`src/pfc_pkg.sv`:
```
// Shared types, constants and helpers for the Playfair encryptor.
package pfc_pkg;

  localparam int SIDE    = 5;
  localparam int CELLS   = 25;
  localparam int LETTERS = 26;

  localparam logic [4:0] LET_I     = 5'd8;
  localparam logic [4:0] LET_J     = 5'd9;
  localparam logic [4:0] LET_Q     = 5'd16;
  localparam logic [4:0] LET_X     = 5'd23;
  localparam logic [4:0] FILL_FULL = 5'(CELLS);
  localparam logic [4:0] LET_LIMIT = 5'(LETTERS);

  typedef enum logic [1:0] {
    KIND_KEY,
    KIND_KEY_END,
    KIND_MSG,
    KIND_MSG_END
  } kind_t;

  typedef struct packed {
    kind_t      kind;
    logic [4:0] letter;
  } in_req_t;

  typedef struct packed {
    logic [4:0] first_cipher;
    logic [4:0] second_cipher;
  } out_rsp_t;

  typedef enum logic [2:0] {
    ST_IDLE,
    ST_FILL,
    ST_MSG,
    ST_CELL,
    ST_OUT
  } state_t;

  typedef struct packed {
    logic accept;
    logic place_key;
    logic fill_step;
    logic msg_step;
    logic cell_rd;
    logic out_load;
  } ctrl_cmd_t;

  typedef struct packed {
    logic fill_full;
    logic msg_pair;
    logic out_free;
    logic item_key_end;
  } ctrl_sts_t;

  // J shares the cell of I.
  function automatic logic [4:0] fold_j(input logic [4:0] l);
    return (l == LET_J) ? LET_I : l;
  endfunction

endpackage

```
`src/playfair_cipher_encrypt_top.sv`:
```
// Top level of the streaming Playfair encryptor.
//
// Usage: the input channel (in_valid, in_stall, in_data) carries requests of
// four kinds: key letter, key end, message letter and message end. Key letters
// build the 5x5 square (J folded to I, repeats dropped); key end, or the first
// message request, fills the rest in alphabet order. Message letters are paired
// into digraphs and each completed digraph leaves as one request on the output
// channel (out_valid, out_stall, out_data) with both cipher letters.
// Sequence: a key letter is placed as it is accepted. Completing the square is
// a sweep of one candidate letter per cycle, and input stays stalled until the
// sweep sees the square full. Once the square is complete, a message letter
// that only opens a digraph is accepted, then held in the message step; one
// that closes a digraph goes through accept, cell-position read, square read
// and output load, the load waiting while out_stall holds an earlier result.
// The two read stages of the square memories lie between acceptance and load.
// The output register lets the block take the next request while a result
// waits; a digraph finished while out_stall holds waits in the load state.
// Reset (rst_n low, synchronous) empties the square and any open digraph;
// a new key needs a reset.
module playfair_cipher_encrypt_top (
  input  logic              clk,
  input  logic              rst_n,
  input  logic              in_valid,
  output logic              in_stall,
  input  pfc_pkg::in_req_t  in_data,
  output logic              out_valid,
  input  logic              out_stall,
  output pfc_pkg::out_rsp_t out_data
);
  import pfc_pkg::*;

  ctrl_cmd_t cmd;
  ctrl_sts_t sts;

  // Sequencer: accepts requests and walks each through fill, lookup and output.
  pfc_ctrl u_ctrl (
    .clk      (clk),
    .rst_n    (rst_n),
    .in_valid (in_valid),
    .in_stall (in_stall),
    .in_data  (in_data),
    .sts      (sts),
    .cmd      (cmd)
  );

  // Square storage, digraph state and the cipher pair rule.
  pfc_dp u_dp (
    .clk       (clk),
    .rst_n     (rst_n),
    .in_data   (in_data),
    .cmd       (cmd),
    .sts       (sts),
    .out_stall (out_stall),
    .out_valid (out_valid),
    .out_data  (out_data)
  );

  // A result that is held by the receiver must not be overwritten.
  a_no_overwrite: assert property (@(posedge clk) disable iff (!rst_n)
    (out_valid && out_stall) |-> !cmd.out_load)
    else $error("output register loaded while a result is held");

  // A held result stays offered and unchanged.
  a_out_hold: assert property (@(posedge clk) disable iff (!rst_n)
    (out_valid && out_stall) |=> (out_valid && $stable(out_data)))
    else $error("held result dropped or changed");

  // An offered result always carries known cipher letters.
  a_out_known: assert property (@(posedge clk) disable iff (!rst_n)
    out_valid |-> !$isunknown(out_data))
    else $error("result offered with unknown cipher letters");

endmodule

```
`src/pfc_dp.sv`:
```
// Datapath: key square memories, digraph builder and cipher lookup.
module pfc_dp (
  input  logic               clk,
  input  logic               rst_n,
  input  pfc_pkg::in_req_t   in_data,
  input  pfc_pkg::ctrl_cmd_t cmd,
  output pfc_pkg::ctrl_sts_t sts,
  input  logic               out_stall,
  output logic               out_valid,
  output pfc_pkg::out_rsp_t  out_data
);
  import pfc_pkg::*;

  logic [4:0]  sq_mem  [CELLS];
  logic [4:0]  pos_mem [LETTERS];

  logic [25:0] used_r, used_nxt;
  logic [4:0]  fill_r, fill_nxt;
  logic [4:0]  sweep_r, sweep_nxt;
  logic [4:0]  pend_let_r, pend_let_nxt;
  logic        pend_vld_r, pend_vld_nxt;
  logic        out_valid_r, out_valid_nxt;
  kind_t       item_kind_r;
  logic [4:0]  item_let_r;
  logic [4:0]  pa_r, pb_r;
  logic [4:0]  ea_r, eb_r;
  out_rsp_t    out_rsp_r;

  logic [31:0] used_ext;
  logic [4:0]  place_let;
  logic        place_en;
  logic        pair;
  logic [4:0]  pair_a, pair_b;
  logic [2:0]  ra, ca, rb, cb;
  logic [4:0]  addr_a, addr_b;

  function automatic logic [2:0] row_of(input logic [4:0] p);
    logic [2:0] r;
    if (p >= 5'd20)      r = 3'd4;
    else if (p >= 5'd15) r = 3'd3;
    else if (p >= 5'd10) r = 3'd2;
    else if (p >= 5'd5)  r = 3'd1;
    else                 r = 3'd0;
    return r;
  endfunction

  function automatic logic [4:0] cell_at(input logic [2:0] r, input logic [2:0] c);
    return {r, 2'b00} + {2'b00, r} + {2'b00, c};
  endfunction

  function automatic logic [2:0] col_of(input logic [4:0] p, input logic [2:0] r);
    return 3'(p - cell_at(r, 3'd0));
  endfunction

  function automatic logic [2:0] inc_wrap(input logic [2:0] v);
    return (v == 3'(SIDE - 1)) ? 3'd0 : v + 3'd1;
  endfunction

  // Placement of one letter, from the key stream or from the completion sweep.
  always_comb begin
    used_ext  = {6'b0, used_r};
    place_let = cmd.fill_step ? sweep_r : fold_j(in_data.letter);
    place_en  = (cmd.place_key || cmd.fill_step) && (place_let < LET_LIMIT) &&
                (fill_r != FILL_FULL) && !used_ext[place_let];
    used_nxt  = place_en ? (used_r | (26'd1 << place_let)) : used_r;
    fill_nxt  = place_en ? fill_r + 5'd1 : fill_r;
    if (cmd.accept)          sweep_nxt = 5'd0;
    else if (cmd.fill_step)  sweep_nxt = sweep_r + 5'd1;
    else                     sweep_nxt = sweep_r;
  end

  // Digraph forming on the latched message item.
  always_comb begin
    pair         = 1'b0;
    pair_a       = pend_let_r;
    pair_b       = LET_X;
    pend_let_nxt = pend_let_r;
    pend_vld_nxt = pend_vld_r;
    if (cmd.msg_step) begin
      if (item_kind_r == KIND_MSG) begin
        if (!pend_vld_r) begin
          pend_let_nxt = item_let_r;
          pend_vld_nxt = 1'b1;
        end else if (item_let_r == pend_let_r) begin
          pair   = 1'b1;
          pair_b = (pend_let_r == LET_X) ? LET_Q : LET_X;
        end else begin
          pair         = 1'b1;
          pair_b       = item_let_r;
          pend_vld_nxt = 1'b0;
        end
      end else begin
        pair         = pend_vld_r;
        pend_vld_nxt = 1'b0;
      end
    end
  end

  // Pair rule on the two cell positions.
  always_comb begin
    ra = row_of(pa_r);
    rb = row_of(pb_r);
    ca = col_of(pa_r, ra);
    cb = col_of(pb_r, rb);
    if (ra == rb) begin
      addr_a = cell_at(ra, inc_wrap(ca));
      addr_b = cell_at(rb, inc_wrap(cb));
    end else if (ca == cb) begin
      addr_a = cell_at(inc_wrap(ra), ca);
      addr_b = cell_at(inc_wrap(rb), cb);
    end else begin
      addr_a = cell_at(ra, cb);
      addr_b = cell_at(rb, ca);
    end
  end

  assign out_valid_nxt = cmd.out_load | (out_valid_r & out_stall);

  always_comb begin
    sts.fill_full    = (fill_r == FILL_FULL);
    sts.msg_pair     = pair;
    sts.out_free     = !out_valid_r || !out_stall;
    sts.item_key_end = (item_kind_r == KIND_KEY_END);
  end

  always_ff @(posedge clk) begin
    if (!rst_n) begin
      used_r      <= 26'd1 << LET_J;
      fill_r      <= 5'd0;
      sweep_r     <= 5'd0;
      pend_let_r  <= 5'd0;
      pend_vld_r  <= 1'b0;
      out_valid_r <= 1'b0;
    end else begin
      used_r      <= used_nxt;
      fill_r      <= fill_nxt;
      sweep_r     <= sweep_nxt;
      pend_let_r  <= pend_let_nxt;
      pend_vld_r  <= pend_vld_nxt;
      out_valid_r <= out_valid_nxt;
    end
  end

  always_ff @(posedge clk) begin
    if (cmd.accept) begin
      item_kind_r <= in_data.kind;
      item_let_r  <= fold_j(in_data.letter);
    end
    if (cmd.out_load) begin
      out_rsp_r.first_cipher  <= ea_r;
      out_rsp_r.second_cipher <= eb_r;
    end
  end

  // Key square and its inverse.
  always_ff @(posedge clk) begin
    if (place_en) begin
      sq_mem[fill_r]     <= place_let;
      pos_mem[place_let] <= fill_r;
    end
    if (cmd.msg_step) begin
      pa_r <= pos_mem[pair_a];
      pb_r <= pos_mem[pair_b];
    end
    if (cmd.cell_rd) begin
      ea_r <= sq_mem[addr_a];
      eb_r <= sq_mem[addr_b];
    end
  end

  assign out_valid = out_valid_r;
  assign out_data  = out_rsp_r;

  a_fill_bound: assert property (@(posedge clk) disable iff (!rst_n)
    fill_r <= FILL_FULL)
    else $error("fill count beyond square size");

  a_used_count: assert property (@(posedge clk) disable iff (!rst_n)
    $countones(used_r) == int'(fill_r) + 1)
    else $error("used letters disagree with fill count");

  a_j_used: assert property (@(posedge clk) disable iff (!rst_n)
    used_r[LET_J])
    else $error("J lost its used mark");

endmodule

```
`src/pfc_ctrl.sv`:
```
// Controller: sequences key placement, square completion and digraph encryption.
module pfc_ctrl (
  input  logic               clk,
  input  logic               rst_n,
  input  logic               in_valid,
  output logic               in_stall,
  input  pfc_pkg::in_req_t   in_data,
  input  pfc_pkg::ctrl_sts_t sts,
  output pfc_pkg::ctrl_cmd_t cmd
);
  import pfc_pkg::*;

  state_t state_r, state_nxt;

  always_ff @(posedge clk) begin
    if (!rst_n) begin
      state_r <= ST_IDLE;
    end else begin
      state_r <= state_nxt;
    end
  end

  always_comb begin
    state_nxt = state_r;
    cmd       = '0;
    in_stall  = 1'b1;
    unique case (state_r)
      ST_IDLE: begin
        in_stall = 1'b0;
        if (in_valid) begin
          cmd.accept = 1'b1;
          unique case (in_data.kind)
            KIND_KEY: begin
              cmd.place_key = 1'b1;
            end
            KIND_KEY_END: begin
              if (!sts.fill_full) state_nxt = ST_FILL;
            end
            KIND_MSG: begin
              if (in_data.letter < LET_LIMIT) begin
                state_nxt = sts.fill_full ? ST_MSG : ST_FILL;
              end
            end
            KIND_MSG_END: begin
              state_nxt = sts.fill_full ? ST_MSG : ST_FILL;
            end
            default: ;
          endcase
        end
      end
      ST_FILL: begin
        if (sts.fill_full) begin
          state_nxt = sts.item_key_end ? ST_IDLE : ST_MSG;
        end else begin
          cmd.fill_step = 1'b1;
        end
      end
      ST_MSG: begin
        cmd.msg_step = 1'b1;
        state_nxt    = sts.msg_pair ? ST_CELL : ST_IDLE;
      end
      ST_CELL: begin
        cmd.cell_rd = 1'b1;
        state_nxt   = ST_OUT;
      end
      ST_OUT: begin
        if (sts.out_free) begin
          cmd.out_load = 1'b1;
          state_nxt    = ST_IDLE;
        end
      end
      default: state_nxt = ST_IDLE;
    endcase
  end

  a_msg_full: assert property (@(posedge clk) disable iff (!rst_n)
    (state_r == ST_MSG) |-> sts.fill_full)
    else $error("message step on an incomplete square");

  a_fill_leaves: assert property (@(posedge clk) disable iff (!rst_n)
    (state_r == ST_FILL && sts.fill_full && !sts.item_key_end) |=> (state_r == ST_MSG))
    else $error("completed square did not resume the message request");

  a_stall_busy: assert property (@(posedge clk) disable iff (!rst_n)
    (state_r != ST_IDLE) |-> in_stall)
    else $error("input taken while a request is still in progress");

endmodule
```
`config.mk`:
```
export PLATFORM = sky130hd
export DESIGN_NAME = playfair_cipher_encrypt_top
export DESIGN_NICKNAME = d
export VERILOG_FILES = /design/src/pfc_pkg.sv /design/src/playfair_cipher_encrypt_top.sv /design/src/pfc_dp.sv /design/src/pfc_ctrl.sv
export SDC_FILE = /design/constraint.sdc
export NUM_CORES = 1
export LEC_CHECK = 0
export BUFFER_PORTS_ARGS = -buffer_cell sky130_fd_sc_hd__buf_2
export CAP_MARGIN = 30
export CORE_MARGIN = 4
export CORE_UTILIZATION = 35
export DETAILED_ROUTE_END_ITERATION = 8
export SYNTH_ARGS = -nofsm -noshare
export SYNTH_HDL_FRONTEND = slang
export SYNTH_HIERARCHICAL = 1
export SYNTH_SLANG_ARGS = --single-unit
export TNS_END_PERCENT = 50
```
`constraint.sdc`:
```
create_clock -name clk -period 7.5 [get_ports clk]
set_clock_uncertainty 0.1 [all_clocks]
set_input_delay 1.5 -clock clk [delete_from_list [all_inputs] [get_ports clk]]
set_output_delay 1.5 -clock clk [all_outputs]
set_load 0.01 [all_outputs]
```
==> key figures, run 1 <==
Cells and area
  • Core Util, Final: 39.8%
  • Synthesis-to-finish area growth: 12.1%
  • Share of cells above drive strength 1: 13.0%
  • Commonest non-fill, non-tap cell in the layout: edfxtp_1
  • Nets: 1542
  • Number of antenna cells inserted: 0
  • Most frequent cells in the layout: edfxtp_1 (292), nand2_1 (223), nor2_1 (117), a21oi_1 (56), mux2i_1 (54)

Die
  • # IOs: 23
  • # rows: 81
  • Die Y: 231 um
  • Initial Util: 35.5%
  • Die area: 0.0532 mm^2
  • Core area: 0.0490 mm^2
  • DIE WIDTH: 231 um

Detailed routing
  • DRT Pass-1 Iters: 5
  • Wire per inst: 22.9 um
  • WL final: 49900 um
  • Vias: 12500
  • Via density: 5.73
  • DRC Markers: 0
  • Final ANT Viol Nets: 0
  • DR iter-0 viols: 1493

Clock network
  • Setup repair bufs after CTS: 0
  • Clock Tree Buf Depth: 3
  • CTS buffer count: 38
  • Clk pin slew, worst setup/hold paths: 60 ps
  • TritonCTS clock tree: yes
  • Post-CTS Resized: 0
  • Htree depth: 2
  • CTS root buf: clkbuf_16
  • Worst skew pair latency: 560 ps
  • Clock sink count: 338
  • CTS Hold Buffers Added: 0

Timing
  • Worst-margin pin slew: 1050 ps
  • Setup ws final: 795 ps
  • Final hold vios: 0
  • Crit path time final: 6700 ps
  • Slew HR: 29.9%
  • Final Setup Violations: 0
  • Final total negative setup slack: 0 ps
  • Fin. max-slew vios: 0
  • RSZ-0062 raised after global routing: false
  • Fmax achieved: 0.149 GHz
  • Tcrit/Tclk final: 89.4%

Synthesis
  • Ys async rst share: 0%
  • FF+latch count, synth: 338
  • Unique cell type count in the Yosys netlist: 80
  • Adder-Cell Fraction of Synth Area: 3.73%
  • Syn_area_per_cell: 11.7 um^2
  • Sequential-to-total area share from yosys stat: 55.8%
  • Top cells by area, synth: edfxtp_1 (50%), mux4_2 (5.4%), dfxtp_1 (5.3%), nand2_1 (4.8%), mux2i_1 (3.1%)
  • Synth Area in Simple Gates: 13.6%
  • Syn Nets: 1535
  • Post-Synth XOR/XNOR Area: 1.35%
  • Post-synth EDFFs: 292
  • Area leader, netlist: edfxtp_1
  • Post-synth top flop: edfxtp_1
  • Syn Inst Count: 1479
  • Top-area cell type share of the netlist area: 50.5%
  • Cell Area, Synth: 0.0174 mm^2
  • Combinational family with the most area after synthesis: simple AND/OR/NAND/NOR gates
  • Compound-cell area share of the yosys netlist: 12.8%
  • Yosys warns: 6
  • Mux share of post-synthesis cell area: 9.27%

Worst setup path
  • Worst Setup End Kind: flop
  • Register-to-Register Setup Slack: 800 ps
  • Critical-path top delay cell: nor3_1
  • Worst-path cell chain: nor2b_1 > o21ai_0 > a221o_1 > inv_1 > nor2_1 > ha_1 > inv_1 > fa_1 > and3_1 > a221o_1 > nor3b_2 > xnor2_2 > and2_1 > a211o_1 > nand2_2 > nor3_1 > nand3_1 > o221ai_1 > nor4_1
  • Crit Path Max Fanout: 41
  • R2R Path Start: u_dp/pb_r[3]
  • Worst Setup Start Kind: flop
  • R2R Path End: u_dp/eb_r[1]
  • Worst Setup Path Type: reg -> reg
  • Worst reg2reg path depth: 19
  • Worst EP required: 7690 ps
  • Max incr delay on CP: 760 ps
  • Critical Path AT: 6900 ps

Min path
  • Hold endpoint: u_dp/out_data[8]
  • Worst Min Path Start: u_dp/ea_r[3]
  • Hold Path Class: reg -> reg
  • Hold path depth: 0

Place
  • Worst slack, placed: 858 ps
  • Placer congestion estimate: 0.945
  • IO Port Bufs: 22
  • Detail Placement HPWL: 33700 um

Global route
  • GRT Residual Overflow: 0
  • GRT Total Usage: 18.4%
  • Largest net degree at the start of global routing: 51
  • First-pass GRT wire length: 75100 um
  • Number of antenna violations at the first check in global routing: 0
  • Number of global-route vias before repair: 12100

Flow run
  • Max-Cap Viols: 0

Power
  • IR drop worst, VDD: 0.202 mV
  • Pwr Density: 239 mW/mm^2
  • Power Total: 0.00465 W
  • Leakage: 6.71 nW

Run status
  • Status: completed
[metal layers]
layer	GRT usage, %	share of wire (%)	up-vias
li1	-	-	5633
met5	0	0	-
met1	26.5	44	6257
met4	4.64	1.8	0
met2	29.0	46	545
met3	3.33	8.1	60
[cells by family (layout without fill, tap and decap cells)]
logic type / count (synthesis) / count (layout)
and+or+nand+nor: 510 / 510
DFF: 338 / 338
AOI/OAI and AO/OA: 322 / 322
buffers and inverters: 130 / 167
muxes: 107 / 107
adders and majority gates: 46 / 46
xor gates and xnor gates: 26 / 26
[per-stage QoR]
| stage | instance area [um^2] | std cells | hold slack (ps) |
|---|---|---|---|
| floorplan | 17400 | 1479 | 300 |
| global placement | 18100 | 2107 | 306 |
| detailed placement | 18200 | 2110 | 306 |
| CTS | 19500 | 2180 | 320 |
| global route | 19500 | 2180 | 328 |
| finish | 19500 | 2180 | 318 |
[worst max path at each step]
| stage | startpoint | to | slack (ps) | depth (start not counted) |
|---|---|---|---|---|
| 2_1_floorplan | u_dp/pb_r[3] | u_dp/eb_r[0] | 1850 | 22 |
| 3_3_place_gp | u_dp/pb_r[3] | u_dp/eb_r[1] | 820 | 23 |
| 3_5_place_dp | u_dp/pb_r[3] | u_dp/eb_r[1] | 860 | 19 |
| 4_1_cts | u_dp/pb_r[3] | u_dp/eb_r[1] | 870 | 19 |
| 5_1_grt | u_dp/pb_r[3] | u_dp/eb_r[1] | 330 | 19 |
| 6_report | u_dp/pb_r[3] | u_dp/eb_r[1] | 800 | 19 |
[area by class of cell]
type                    instances  area [um^2]
flip-flops and latches        338         9690
multi-input cells            1011         7110
clock inverters                20          235
inverters                      38          143
fillers                      4649        29500
repair buffers                 59          428
well taps                     664          831
clock buffers                  50         1030
[registers in the layout, summed over array words and instances (netlist names), 10 cells and up]
signal,cells
u_dp/pos_mem,130
u_dp/sq_mem,125
u_dp/used_r,26
u_dp/out_data,10
[cells in the mapped netlist (20+ instances only)]
library cell and number:
and3_1 21, clkbuf_1 49, a31oi_1 33, buf_2 22, o21ai_0 28, mux2i_1 54, nand3_1 31, edfxtp_1 292
inv_1 36, and2_1 20, ha_1 35, a211oi_1 45, a21oi_1 56, o22ai_1 34, nand2_1 223, mux4_2 42
nor2_1 117, o21a_1 26, dfxtp_1 46
[where the power goes]
group / switching [W] / total [W] / internal, W
Sequential: 0.0000210 / 0.00210 / 0.00208
Combinational: 0.000459 / 0.000671 / 0.000213
Clock: 0.000765 / 0.00188 / 0.00111
[worst max-delay path: cells and delay by family, from the launching register on]
family,cells,cell delay [ps]
xor gates and xnor gates,1,290
adders and majority gates,2,620
AOI/OAI and AO/OA,5,1350
and+or+nand+nor,9,3390
buffers and inverters,2,170
DFF,1,460
Note: power is estimated with default switching activity, not from simulation.
==> inputs of run 2 (changes only) <==
==> constraint.sdc (replaced) <==
create_clock -name clk -period 7.71 [get_ports clk]
set_clock_uncertainty 0.1 [all_clocks]
set_input_delay 1.542 -clock clk [delete_from_list [all_inputs] [get_ports clk]]
set_output_delay 1.542 -clock clk [all_outputs]
set_load 0.01 [all_outputs]
==> key figures, run 2 (same netlist as run 1, synthesis figures left out) <==
Run status
  • Status: completed (unchanged)

Clock network
  • CTS root buf: clkbuf_16 (unchanged)
  • Clock sink count: 338 (unchanged)
  • Clk pin slew, worst setup/hold paths: 60 ps (about the same)
  • Clock Tree Buf Depth: 3 (unchanged)
  • Worst skew pair latency: 560 ps (about the same)
  • Post-CTS Resized: 0 (unchanged)
  • Htree depth: 2 (unchanged)
  • CTS buffer count: 38 (unchanged)
  • CTS Hold Buffers Added: 0 (unchanged)
  • Setup repair bufs after CTS: 0 (unchanged)
  • TritonCTS clock tree: yes (unchanged)

Global route
  • GR Layer Usage met1: 24.6% (was 26.5%)
  • GRT Total Usage: 18.1% (was 18.4%)
  • Global routing usage on met2: 28.6% (was 29.0%)
  • M3 GR Usage: 4.76% (was 3.33%)
  • Number of global-route vias before repair: 12200 (was 12100)
  • Global route hottest layer: met2 (unchanged)
  • GRT Residual Overflow: 0 (unchanged)
  • Number of antenna violations at the first check in global routing: 0 (unchanged)
  • First-pass GRT wire length: 74200 um (was 75100 um)
  • Largest net degree at the start of global routing: 47 (was 51)

Min path
  • Worst Min Path Start: u_dp/eb_r[3] (was u_dp/ea_r[3])
  • Hold endpoint: u_dp/out_data[3] (was u_dp/out_data[8])
  • Hold path depth: 0 (unchanged)
  • Hold Path Class: reg -> reg (unchanged)

Worst setup path
  • Crit Path Max Fanout: 7 (was 41)
  • Max incr delay on CP: 890 ps (was 760 ps)
  • Worst reg2reg path depth: 22 (was 19)
  • Worst Setup Start Kind: flop (unchanged)
  • R2R Path End: u_dp/eb_r[2] (was u_dp/eb_r[1])
  • R2R Path Start: u_dp/pb_r[3] (unchanged)
  • Worst-path cell chain: nor2b_1 > o21ai_0 > a221o_1 > inv_1 > nor2_1 > ha_1 > inv_1 > fa_1 > and3_1 > a221o_1 > nor3b_2 > fa_1 > ha_1 > a21o_1 > a21oi_1 > xor2_1 > and3_1 > o31a_1 > nor3_1 > nand2_1 > o22ai_1 > nor4_1 (was nor2b_1 > o21ai_0 > a221o_1 > inv_1 > nor2_1 > ha_1 > inv_1 > fa_1 > and3_1 > a221o_1 > nor3b_2 > xnor2_2 > and2_1 > a211o_1 > nand2_2 > nor3_1 > nand3_1 > o221ai_1 > nor4_1)
  • Worst Setup End Kind: flop (unchanged)
  • Critical Path AT: 6950 ps (was 6900 ps)
  • Worst EP required: 7900 ps (was 7690 ps)
  • Critical-path top delay cell: nor3_1 (unchanged)
  • Worst Setup Path Type: reg -> reg (unchanged)
  • Register-to-Register Setup Slack: 940 ps (was 800 ps)

Cells and area
  • Synthesis-to-finish area growth: 11.4% (was 12.1%)
  • Top Registers: u_dp/pos_mem: 130 flops, u_dp/sq_mem: 125 flops, u_dp/used_r: 26 flops (unchanged)
  • Final instance area: 0.0194 mm^2 (was 0.0195 mm^2)
  • Commonest non-fill, non-tap cell in the layout: edfxtp_1 (unchanged)
  • Most frequent cells in the layout: edfxtp_1 (292), nand2_1 (223), nor2_1 (117), a21oi_1 (56), mux2i_1 (54) (unchanged)
  • Max FFs per register: 130 (unchanged)
  • Largest Register: u_dp/pos_mem (unchanged)
  • Number of antenna cells inserted: 0 (unchanged)
  • Share of cells above drive strength 1: 12.8% (was 13.0%)
  • Nets: 1533 (was 1542)

Timing
  • Worst-margin pin slew: 1090 ps (was 1050 ps)
  • RSZ-0062 raised after global routing: false (unchanged)
  • Final Setup Violations: 0 (unchanged)
  • Fin. max-slew vios: 0 (unchanged)
  • Fmax achieved: 0.148 GHz (was 0.149 GHz)
  • Slew HR: 26.5% (was 29.9%)
  • Final hold vios: 0 (unchanged)
  • Hold Slack: 325 ps (was 318 ps)
  • Tcrit/Tclk final: 87.7% (was 89.4%)
  • Final total negative setup slack: 0 ps (unchanged)
  • Setup ws final: 945 ps (was 795 ps)
  • Crit path time final: 6770 ps (was 6700 ps)

Detailed routing
  • Vias: 12500 (about the same)
  • DRT Pass-1 Iters: 5 (unchanged)
  • DR iter-0 viols: 1380 (was 1493)
  • Via density: 5.77 (was 5.73)
  • DRC Markers: 0 (unchanged)
  • Final ANT Viol Nets: 0 (unchanged)
  • WL final: 49100 um (was 49900 um)
  • Wire per inst: 22.7 um (was 22.9 um)

Die
  • Die Y: 231 um (unchanged)
  • Die area: 0.0532 mm^2 (unchanged)
  • DIE WIDTH: 231 um (unchanged)
  • # rows: 81 (unchanged)
  • Initial Util: 35.5% (unchanged)
  • # IOs: 23 (unchanged)
  • Core area: 0.0490 mm^2 (unchanged)

Place
  • Worst slack, placed: 1090 ps (was 858 ps)
  • Detail Placement HPWL: 33600 um (was 33700 um)
  • Placer congestion estimate: 0.939 (was 0.945)
  • IO Port Bufs: 22 (unchanged)
  • Placement Cell Area: 0.0181 mm^2 (was 0.0182 mm^2)

Power
  • Pwr Density: 233 mW/mm^2 (was 239 mW/mm^2)
  • Power Total: 0.00450 W (was 0.00465 W)
  • IR drop worst, VDD: 0.176 mV (was 0.202 mV)
  • Leakage: 6.65 nW (was 6.71 nW)

Flow run
  • Max-Cap Viols: 0 (unchanged)
[run 2: cell count changes in the layout (fill, tap and decap cells not counted), sizes merged]
cell and delta:
clkinvlp +1, clkinv -6, bufinv -1, inv +4
buf -9
[run 2: worst max-delay path by stage]
stage                             from            to  slack, ps  depth (start not counted)
after detailed placement  u_dp/pb_r[3]  u_dp/eb_r[2]       1090                         22
final                     u_dp/pb_r[3]  u_dp/eb_r[2]        940                         22
after global placement    u_dp/pb_r[3]  u_dp/eb_r[2]       1220                         19
after global routing      u_dp/pb_r[3]  u_dp/eb_r[2]        560                         22
after CTS                 u_dp/pb_r[3]  u_dp/eb_r[1]       1050                         19
after floorplan           u_dp/pb_r[3]  u_dp/eb_r[0]       2060                         22
[run 2: layout make-up]
type                            instances  area, um^2
Clock buffer                           50        1020
Clock inverter                         18         226
Fill cell                            4663       29600
Inverter                               38         143
Multi-Input combinational cell       1011        7110
Sequential cell                       338        9690
Tap cell                              664         831
Timing Repair Buffer                   50         328
[run 2: critical path, delay by kind of cell (launching register included)]
family | cells | cell delay [ps]
flops | 1 | 470
xor+xnor | 1 | 80
fa+ha+maj | 4 | 1440
compound gates | 7 | 1610
simple gates | 8 | 2580
buf+inv | 2 | 180
[run 2: per-stage QoR]
step	util, %	instances
2_1_floorplan	-	1479
6_report	39.5	2169
3_5_place_dp	37.0	2100
4_1_cts	39.5	2168
3_3_place_gp	36.9	2098
5_1_grt	39.5	2169
[run 2: layer usage]
layer / vias up / share of wire, %
met5: - / 0
met4: 0 / 2.7
met3: 80 / 9.9
met2: 610 / 45
met1: 6201 / 42
li1: 5618 / -
[run 2: power breakdown]
part | internal, W | leakage [nW] | switching, W
sequential | 0.00202 | 3.06 | 0.0000210
combinational | 0.000201 | 2.98 | 0.000444
clock | 0.00105 | 0.608 | 0.000758
total | 0.00328 | 6.65 | 0.00122
